## src/hdl/tssf_pkg.sv

```systemverilog
// Shared types, constants and helper functions for the temperature display formatter.
package tssf_pkg;

  localparam int QUEUE_DEPTH = 4;
  localparam int QPTR_W      = $clog2(QUEUE_DEPTH);
  localparam int QCNT_W      = $clog2(QUEUE_DEPTH + 1);

  localparam int PADDR_W = 3;
  localparam int PDATA_W = 32;

  localparam logic       REG_DISPLAY_ADDRESS   = 1'b0;
  localparam logic [7:0] DISPLAY_ADDRESS_RESET = 8'hE0;

  localparam logic [11:0] SCALE_FACTOR  = 12'd3150;
  localparam logic [11:0] OFFSET_TENTHS = 12'd490;
  localparam logic [16:0] DIVISOR_ALT   = 17'd65535;
  localparam logic [1:0]  TYPE_ALT      = 2'd1;

  localparam logic [7:0] SEG_F          = 8'h71;
  localparam logic [7:0] SEG_DP         = 8'h80;
  localparam logic [7:0] CMD_DISPLAY_ON = 8'h81;

  localparam logic [7:0] RAM_ADDR_DIGIT0 = 8'h00;
  localparam logic [7:0] RAM_ADDR_DIGIT1 = 8'h02;
  localparam logic [7:0] RAM_ADDR_DIGIT2 = 8'h06;
  localparam logic [7:0] RAM_ADDR_DIGIT3 = 8'h08;

  typedef struct packed {
    logic [7:0] seg3;
    logic [7:0] seg2;
    logic [7:0] seg1;
    logic [7:0] seg0;
  } seg_word_t;

  typedef struct packed {
    logic full;
    logic empty;
  } queue_status_t;

  typedef enum logic [2:0] {
    SLOT_DIGIT0,
    SLOT_DIGIT1,
    SLOT_DIGIT2,
    SLOT_DIGIT3,
    SLOT_DISPLAY_ON
  } slot_t;

  function automatic logic [7:0] seg_of(input logic [3:0] d);
    logic [7:0] s;
    unique case (d)
      4'd0:    s = 8'h3f;
      4'd1:    s = 8'h06;
      4'd2:    s = 8'h5b;
      4'd3:    s = 8'h4f;
      4'd4:    s = 8'h66;
      4'd5:    s = 8'h6d;
      4'd6:    s = 8'h7d;
      4'd7:    s = 8'h07;
      4'd8:    s = 8'h7f;
      4'd9:    s = 8'h6f;
      default: s = 8'h00;
    endcase
    return s;
  endfunction

  // Digit of v in units of unit, for v below ten units.
  function automatic logic [3:0] digit_of(input logic [9:0] v, input logic [9:0] unit);
    logic [3:0]  d;
    logic [13:0] lim;
    d = '0;
    for (int k = 1; k < 10; k++) begin
      lim = 14'(k) * {4'd0, unit};
      if ({4'd0, v} >= lim) d = 4'(k);
    end
    return d;
  endfunction

endpackage

```

## src/hdl/tssf_front.sv

```systemverilog
// Front pipeline: scale the raw reading, split it into digits, build segment bytes.
module tssf_front
  import tssf_pkg::*;
(
  input  logic          clk,
  input  logic          rst,
  input  logic          push,
  output logic          full,
  input  logic [1:0]    sensor_type,
  input  logic [15:0]   raw_temperature,
  input  queue_status_t q_stat,
  output logic          q_push,
  output seg_word_t     q_data
);

  logic v1, v2, v3, v4, v5;
  logic en;

  logic [27:0] prod;
  logic        type_alt;
  logic [11:0] tenths;
  logic [3:0]  th3, th4, th5;
  logic [9:0]  r1;
  logic [3:0]  h4;
  logic [6:0]  r2;
  logic        small5;
  seg_word_t   word;

  logic [11:0] quo;
  logic [16:0] rem_sum;
  logic [11:0] scaled;
  logic [11:0] tenths_next;
  logic [3:0]  th_next;
  logic [9:0]  r1_next;
  logic [3:0]  h_next;
  logic [6:0]  r2_next;
  logic [3:0]  te;
  logic [3:0]  ones;
  seg_word_t   word_next;

  assign en     = !(v5 && q_stat.full);
  assign full   = !en;
  assign q_push = v5 && !q_stat.full;
  assign q_data = word;

  always_comb begin
    quo     = prod[27:16];
    rem_sum = {5'd0, quo} + {1'b0, prod[15:0]};
    if (type_alt && rem_sum >= DIVISOR_ALT) begin
      scaled = quo + 12'd1;
    end else begin
      scaled = quo;
    end
    if (scaled >= OFFSET_TENTHS) begin
      tenths_next = scaled - OFFSET_TENTHS;
    end else begin
      tenths_next = '0;
    end
  end

  always_comb begin
    priority if (tenths >= 12'd2000) begin
      th_next = 4'd2;
      r1_next = 10'(tenths - 12'd2000);
    end else if (tenths >= 12'd1000) begin
      th_next = 4'd1;
      r1_next = 10'(tenths - 12'd1000);
    end else begin
      th_next = 4'd0;
      r1_next = 10'(tenths);
    end
  end

  always_comb begin
    h_next  = digit_of(r1, 10'd100);
    r2_next = 7'(r1 - ({6'd0, h_next} * 10'd100));
  end

  always_comb begin
    te   = digit_of({3'd0, r2}, 10'd10);
    ones = 4'(r2 - ({3'd0, te} * 7'd10));
    if (th4 == 4'd0) begin
      word_next.seg0 = seg_of(h4);
      word_next.seg1 = seg_of(te) | SEG_DP;
      word_next.seg2 = seg_of(ones);
      word_next.seg3 = SEG_F;
    end else begin
      word_next.seg0 = seg_of(th4);
      word_next.seg1 = seg_of(h4);
      word_next.seg2 = seg_of(te) | SEG_DP;
      word_next.seg3 = seg_of(ones);
    end
  end

  assign small5 = (th5 == 4'd0);

  always_ff @(posedge clk) begin
    if (rst) begin
      v1 <= 1'b0;
      v2 <= 1'b0;
      v3 <= 1'b0;
      v4 <= 1'b0;
      v5 <= 1'b0;
    end else if (en) begin
      v1 <= push;
      v2 <= v1;
      v3 <= v2;
      v4 <= v3;
      v5 <= v4;
    end
  end

  always_ff @(posedge clk) begin
    if (en) begin
      prod     <= {12'd0, raw_temperature} * {16'd0, SCALE_FACTOR};
      type_alt <= (sensor_type == TYPE_ALT);
      tenths   <= tenths_next;
      th3      <= th_next;
      r1       <= r1_next;
      th4      <= th3;
      h4       <= h_next;
      r2       <= r2_next;
      th5      <= th4;
      word     <= word_next;
    end
  end

  assert property (@(posedge clk) disable iff (rst)
    (v5 && q_stat.full) |=> (v5 && $stable(word)))
    else $error("front: stalled segment word changed");

  assert property (@(posedge clk) disable iff (rst)
    (v5 && small5) |-> (word.seg3 == SEG_F))
    else $error("front: F glyph missing below one hundred degrees");

endmodule

```

## src/hdl/tssf_queue.sv

```systemverilog
// Short queue of segment words between the front pipeline and the result sequencer.
module tssf_queue
  import tssf_pkg::*;
(
  input  logic          clk,
  input  logic          rst,
  input  logic          push,
  input  seg_word_t     wr_data,
  input  logic          pop,
  output seg_word_t     rd_data,
  output queue_status_t stat
);

  seg_word_t         mem [QUEUE_DEPTH];
  logic [QPTR_W-1:0] wr_ptr;
  logic [QPTR_W-1:0] rd_ptr;
  logic [QCNT_W-1:0] count;
  logic              do_push;
  logic              do_pop;

  assign stat.full  = (count == QCNT_W'(QUEUE_DEPTH));
  assign stat.empty = (count == '0);
  assign do_push    = push && !stat.full;
  assign do_pop     = pop && !stat.empty;
  assign rd_data    = mem[rd_ptr];

  always_ff @(posedge clk) begin
    if (do_push) begin
      mem[wr_ptr] <= wr_data;
    end
  end

  always_ff @(posedge clk) begin
    if (rst) begin
      wr_ptr <= '0;
      rd_ptr <= '0;
      count  <= '0;
    end else begin
      if (do_push) wr_ptr <= wr_ptr + QPTR_W'(1);
      if (do_pop) rd_ptr <= rd_ptr + QPTR_W'(1);
      if (do_push && !do_pop) begin
        count <= count + QCNT_W'(1);
      end else if (do_pop && !do_push) begin
        count <= count - QCNT_W'(1);
      end
    end
  end

  assert property (@(posedge clk) disable iff (rst) push |-> !stat.full)
    else $error("queue: request pushed while full");

  assert property (@(posedge clk) disable iff (rst) (push && !pop) |=> !stat.empty)
    else $error("queue: empty after a push");

endmodule

```

## src/hdl/tssf_back.sv

```systemverilog
// Result sequencer: four digit writes then the display-on command per reading.
module tssf_back
  import tssf_pkg::*;
(
  input  logic          clk,
  input  logic          rst,
  input  logic [7:0]    display_address,
  input  queue_status_t q_stat,
  input  seg_word_t     q_data,
  output logic          q_pop,
  output logic          empty,
  input  logic          pop,
  output logic [7:0]    device_address,
  output logic          is_command,
  output logic [7:0]    command_byte,
  output logic [7:0]    segment_data,
  output logic          last
);

  slot_t     slot, slot_next;
  logic      out_valid, out_valid_next;
  seg_word_t word;
  logic      advance;
  logic      more;

  assign advance = !out_valid || pop;
  assign more    = out_valid && (slot != SLOT_DISPLAY_ON);
  assign empty   = !out_valid;

  always_comb begin
    slot_next      = slot;
    out_valid_next = out_valid;
    q_pop          = 1'b0;
    if (advance) begin
      if (more) begin
        unique case (slot)
          SLOT_DIGIT0: slot_next = SLOT_DIGIT1;
          SLOT_DIGIT1: slot_next = SLOT_DIGIT2;
          SLOT_DIGIT2: slot_next = SLOT_DIGIT3;
          default:     slot_next = SLOT_DISPLAY_ON;
        endcase
      end else if (!q_stat.empty) begin
        slot_next      = SLOT_DIGIT0;
        out_valid_next = 1'b1;
        q_pop          = 1'b1;
      end else begin
        out_valid_next = 1'b0;
      end
    end
  end

  always_comb begin
    device_address = display_address;
    is_command     = 1'b0;
    last           = 1'b0;
    unique case (slot)
      SLOT_DIGIT0: begin
        command_byte = RAM_ADDR_DIGIT0;
        segment_data = word.seg0;
      end
      SLOT_DIGIT1: begin
        command_byte = RAM_ADDR_DIGIT1;
        segment_data = word.seg1;
      end
      SLOT_DIGIT2: begin
        command_byte = RAM_ADDR_DIGIT2;
        segment_data = word.seg2;
      end
      SLOT_DIGIT3: begin
        command_byte = RAM_ADDR_DIGIT3;
        segment_data = word.seg3;
      end
      default: begin
        is_command   = 1'b1;
        last         = 1'b1;
        command_byte = CMD_DISPLAY_ON;
        segment_data = 8'h00;
      end
    endcase
  end

  always_ff @(posedge clk) begin
    if (rst) begin
      slot      <= SLOT_DIGIT0;
      out_valid <= 1'b0;
    end else begin
      slot      <= slot_next;
      out_valid <= out_valid_next;
    end
  end

  always_ff @(posedge clk) begin
    if (q_pop) begin
      word <= q_data;
    end
  end

  assert property (@(posedge clk) disable iff (rst)
    (out_valid && pop && slot == SLOT_DIGIT3) |=> (out_valid && slot == SLOT_DISPLAY_ON))
    else $error("back: display-on command skipped");

  assert property (@(posedge clk) disable iff (rst)
    q_pop |-> (!out_valid || (pop && slot == SLOT_DISPLAY_ON)))
    else $error("back: new reading taken before the run ended");

endmodule

```

## src/hdl/temperature_seven_segment_formatter.sv

```systemverilog
// Top level of the temperature display formatter: register port, front, queue and sequencer.
// Each accepted reading yields five results (digit writes to RAM addresses 0, 2, 6, 8, then
// the display-on command), one per cycle while pop is held, so in steady state the result
// sequencer, not the front, sets how often a new reading is taken. A reading passes through
// a five-stage arithmetic pipeline (multiply, divide and offset, thousands, hundreds, then
// tens and segment build) and a four-entry queue, so the first result of a reading appears
// only after it has passed the pipeline registers, the queue and the sequencer's word
// register. display_address sits at byte address 0 and is copied into every result.
module temperature_seven_segment_formatter
  import tssf_pkg::*;
(
  input  logic               clk,
  input  logic               rst,
  input  logic               psel,
  input  logic               penable,
  input  logic               pwrite,
  input  logic [PADDR_W-1:0] paddr,
  input  logic [PDATA_W-1:0] pwdata,
  output logic [PDATA_W-1:0] prdata,
  output logic               pready,
  input  logic               push,
  output logic               full,
  input  logic [1:0]         sensor_type,
  input  logic [15:0]        raw_temperature,
  output logic               empty,
  input  logic               pop,
  output logic [7:0]         device_address,
  output logic               is_command,
  output logic [7:0]         command_byte,
  output logic [7:0]         segment_data,
  output logic               last
);

  logic [7:0]    display_address;
  logic          reg_sel;
  queue_status_t q_stat;
  logic          q_push;
  logic          q_pop;
  seg_word_t     q_wr_data;
  seg_word_t     q_rd_data;

  assign pready  = 1'b1;
  assign reg_sel = (paddr[PADDR_W-1] == REG_DISPLAY_ADDRESS);
  assign prdata  = reg_sel ? {{(PDATA_W - 8){1'b0}}, display_address} : '0;

  always_ff @(posedge clk) begin
    if (rst) begin
      display_address <= DISPLAY_ADDRESS_RESET;
    end else if (psel && penable && pwrite && reg_sel) begin
      display_address <= pwdata[7:0];
    end
  end

  tssf_front u_front (
    .clk             (clk),
    .rst             (rst),
    .push            (push),
    .full            (full),
    .sensor_type     (sensor_type),
    .raw_temperature (raw_temperature),
    .q_stat          (q_stat),
    .q_push          (q_push),
    .q_data          (q_wr_data)
  );

  tssf_queue u_queue (
    .clk     (clk),
    .rst     (rst),
    .push    (q_push),
    .wr_data (q_wr_data),
    .pop     (q_pop),
    .rd_data (q_rd_data),
    .stat    (q_stat)
  );

  tssf_back u_back (
    .clk             (clk),
    .rst             (rst),
    .display_address (display_address),
    .q_stat          (q_stat),
    .q_data          (q_rd_data),
    .q_pop           (q_pop),
    .empty           (empty),
    .pop             (pop),
    .device_address  (device_address),
    .is_command      (is_command),
    .command_byte    (command_byte),
    .segment_data    (segment_data),
    .last            (last)
  );

endmodule
```

## config.mk

```make
export PLATFORM = sky130hd
export DESIGN_NAME = temperature_seven_segment_formatter
export DESIGN_NICKNAME = d
export VERILOG_FILES = /design/src/hdl/tssf_pkg.sv /design/src/hdl/tssf_front.sv /design/src/hdl/tssf_queue.sv /design/src/hdl/tssf_back.sv /design/src/hdl/temperature_seven_segment_formatter.sv
export SDC_FILE = /design/constraint.sdc
export NUM_CORES = 1
export LEC_CHECK = 0
export BUFFER_PORTS_ARGS = -buffer_cell sky130_fd_sc_hd__buf_2
export CORE_MARGIN = 2
export CORE_UTILIZATION = 35
export DETAILED_ROUTE_END_ITERATION = 16
export PLACE_DENSITY_LB_ADDON = 0.25
export SETUP_SLACK_MARGIN = 0.05
export SKIP_LAST_GASP = 1
export SLEW_MARGIN = 20
export SYNTH_ARGS = -nofsm -noshare
export SYNTH_HDL_FRONTEND = slang
export SYNTH_SLANG_ARGS = --single-unit
```

## constraint.sdc

```tcl
create_clock -name clk -period 10.75 [get_ports clk]
set_input_delay 1.075 -clock clk [delete_from_list [all_inputs] [get_ports clk]]
set_output_delay 1.075 -clock clk [all_outputs]
set_load 0.005 [all_outputs]
```

==> impl_metrics.ini <==
[global_route]
grt.busiest_layer = met2
met2_usage = 0.2347
grt_pass1_wl_microns = 50830
grt_max_degree = 61
use_met1 = 0.1660
grt_overflow = 0
grt_use_met3 = 0.01545
grt_pass1_vias = 9904
grt_use_total = 0.1318
antenna_found_initial = 0

[logic_synthesis]
synth_edf_count = 245
ys.flop_type = edfxtp_1
ys_ff_latch = 281
syn_area_sq_um = 16110
ys_warn_count = 0
synthCells = 1335
synth.avg_cell_area_sq_um = 12.07
yosysSeqAreaShare = 0.5013
ys_types = 79
async_reset_ff_frac = 0

[placed_design]
gp_congestion = 0.8575
hpwl_microns = 22060
dp_slack_ns = 4.677
portBuffers = 66

[final_layout]
diodes = 0
n_fill_cell = 4366
nets = 1631
syn2layout_area_growth_pct = 11.01
drive_above_1_share = 0.1221
layout_commonest_cell = edfxtp_1
final_cell_mix = 245 x edfxtp_1, 147 x inv_1, 128 x ha_1

[clock_network]
post_cts_resized = 0
post-cts-setup-buffers = 0
worstSkewPairLatency_ns = 0.57
cts_sinks = 281
path_clk_slew_ns = 0.06
cts_tree = yes
h-tree-depth = 1
cts-root-buf = clkbuf_16
hold_buffers = 0
cts_buffers = 28
clockBufferDepth = 3

[sta]
worst_slack_ns = 5.297
fin_setup_tns_ns = 0
min_period_ns = 5.453
rsz0062_at_grt = no
fin_crit_sh = 0.5072
setup_violations = 0
finalMaxSlewViolations = 0
final.setup_skew_ns = 0.01148
worstMarginPinSlew_ns = 0.9222
hold_viol_final = 0
relSlewSlack = 0.3843
max_freq_ghz = 0.1834

[setup_path]
cp-startpoint = raw_temperature[3]
end_kind = register
critPathLaunchType = input pin
path_class = in2reg
critical_path_required_ns = 11.06
r2r_start = u_front.prod[17]
crit_chain = buf_2 > ha_1 > fa_1 > fa_1 > inv_1 > fa_1 > fa_1 > inv_1 > ha_1 > o21a_1 > o21ai_0 > inv_1 > o21ai_0 > o21ai_0 > a31oi_1 > a21oi_1 > a21o_1 > a21oi_1 > xnor2_1
critPathSlowestCell = fa_1
path_max_fanout = 4
crit_top_cell = fa_1
max_stage_delay_ns = 0.55
worstPathArrival_ns = 5.77

[floorplanning]
coreArea_sq_um = 45380
start_util = 0.3551
ios = 121
rows = 78
fp.dieW_microns = 218.6
dieArea_sq_um = 47770
die_y_microns = 218.6

[power]
cellLeakagePower_nw = 7.166
power_density_nw_per_um2 = 311.9
vdd_drop_max_v = 0.0001868

[drt]
postRouteAntennaNets = 0
wl_per_cell_microns = 15.32
wirelength_microns = 30910
first_pass_iters = 5
vias_per_cell = 4.846
first_iter_violations = 687
drc = 0
vias = 9774

[hold_path]
hold_start = u_front.r1[1]
hold_class = reg2reg

[outcome]
outcome = completed

[run]
maxCapViolCount = 0
==> worst max-delay path: cells and delay by family <==
| family | cells | cell delay [ns] |
|---|---|---|
| compound gates | 8 | 1.56 |
| buf+inv | 4 | 0.30 |
| fa+ha+maj | 6 | 2.76 |
| xor+xnor | 1 | 0.08 |
==> synthesized netlist by cell type, drive strengths merged, types with 4 or more instances <==
cell type | instances | area, sq um
edfxtp | 245 | 7357
inv | 147 | 551.8
ha | 128 | 1602
nand2 | 96 | 360.4
nor2 | 85 | 319.1
a21oi | 64 | 320.3
o21ai | 53 | 265.3
fa | 48 | 960.9
xnor2 | 45 | 394.1
buf | 41 | 272.8
mux4 | 37 | 833.3
dfxtp | 36 | 720.7
clkbuf | 30 | 112.6
nor2b | 30 | 187.7
nor3 | 24 | 120.1
nand3 | 18 | 95.09
xor2 | 17 | 148.9
nand2b | 14 | 87.58
mux2i | 12 | 120.1
o21a | 12 | 90.09
and2 | 11 | 68.82
a21o | 10 | 75.07
a31oi | 10 | 62.56
and3 | 8 | 55.05
nand3b | 7 | 52.55
or3 | 7 | 43.79
nand4 | 6 | 37.54
o22ai | 6 | 37.54
a211oi | 5 | 55.05
o211ai | 5 | 37.54
o21bai | 5 | 37.54
a21boi | 4 | 30.03
a31o | 4 | 35.03
o2111ai | 4 | 35.03
or2 | 4 | 25.03
==> layer usage <==
layer  part of all wire  up-vias  wire [microns]
li1                   -     4837               -
met5                  0        -               0
met1               0.44     4730           13670
met2               0.50      153           15340
met4              0.026        0             814
met3              0.035       54            1077
==> area by class of cell <==
| class | instances | area (sq um) | share of cell area |
|---|---|---|---|
| well taps | 600 | 750.7 | 0.04197 |
| clock inverters | 9 | 100.1 | 0.005596 |
| clock buffers | 43 | 797.0 | 0.04455 |
| repair buffers | 75 | 397.9 | 0.02224 |
| inverters | 147 | 551.8 | 0.03085 |
| flip-flops and latches | 281 | 8079 | 0.4516 |
| multi-input cells | 862 | 7212 | 0.4032 |
==> registers in the layout (all words and copies together), names as in the netlist, 2 cells and up, named ones only <==
signal / cells
u_front.tenths: 12
u_queue.mem: 120
u_front.r1: 10
u_queue.wr_ptr: 2
u_back.slot: 3
u_front.r2: 7
u_front.th4: 2
u_queue.rd_ptr: 2
u_front.prod: 27
u_front.h4: 4
display_address: 8
u_queue.count: 3
u_front.q_data: 30
u_front.th3: 2
u_back.word: 30
==> worst paths after layout <==
path                        endpoint  slack [ns]  cells past startpoint
setup / recovery    u_front.prod[27]        5.30                     19
hold / removal         u_front.r2[1]        0.44                      0
setup reg to reg  u_front.tenths[11]        5.41                     17
hold reg to reg        u_front.r2[1]        0.44                      0
==> through the flow <==
stage	utilization	power (mW)	cells	cell area, sq um	hold slack [ns]
6_report	0.3942	5.579	2017	17890	0.4437
5_1_grt	0.3942	6.081	2017	17890	0.4405
4_1_cts	0.3942	5.647	2017	17890	0.4418
3_5_place_dp	0.3744	4.677	1965	16990	0.4265
3_3_place_gp	0.3744	4.623	1965	16990	0.4114
2_1_floorplan	-	4.002	1361	16210	0.4003
==> kinds of logic (layout without fill, tap and decap cells) <==
group / Yosys count / in the layout / synth area share
DFF: 281 / 281 / 0.5013
buffers and inverters: 218 / 274 / 0.05816
xor gates and xnor gates: 62 / 62 / 0.03370
AOI/OAI and AO/OA: 215 / 215 / 0.08650
other: 2 / 28 / 0.0004660
adders and majority gates: 177 / 177 / 0.1596
muxes: 51 / 51 / 0.06056
and+or+nand+nor: 329 / 329 / 0.09970
==> power breakdown <==
part           switching [mW]  leakage [nW]  total [mW]  internal [mW]
logic                    1.54          4.06        2.67           1.13
clock network           0.406         0.434       0.943          0.537
registers               0.266          2.67        1.97           1.70
(Power assumes the default switching activity.)
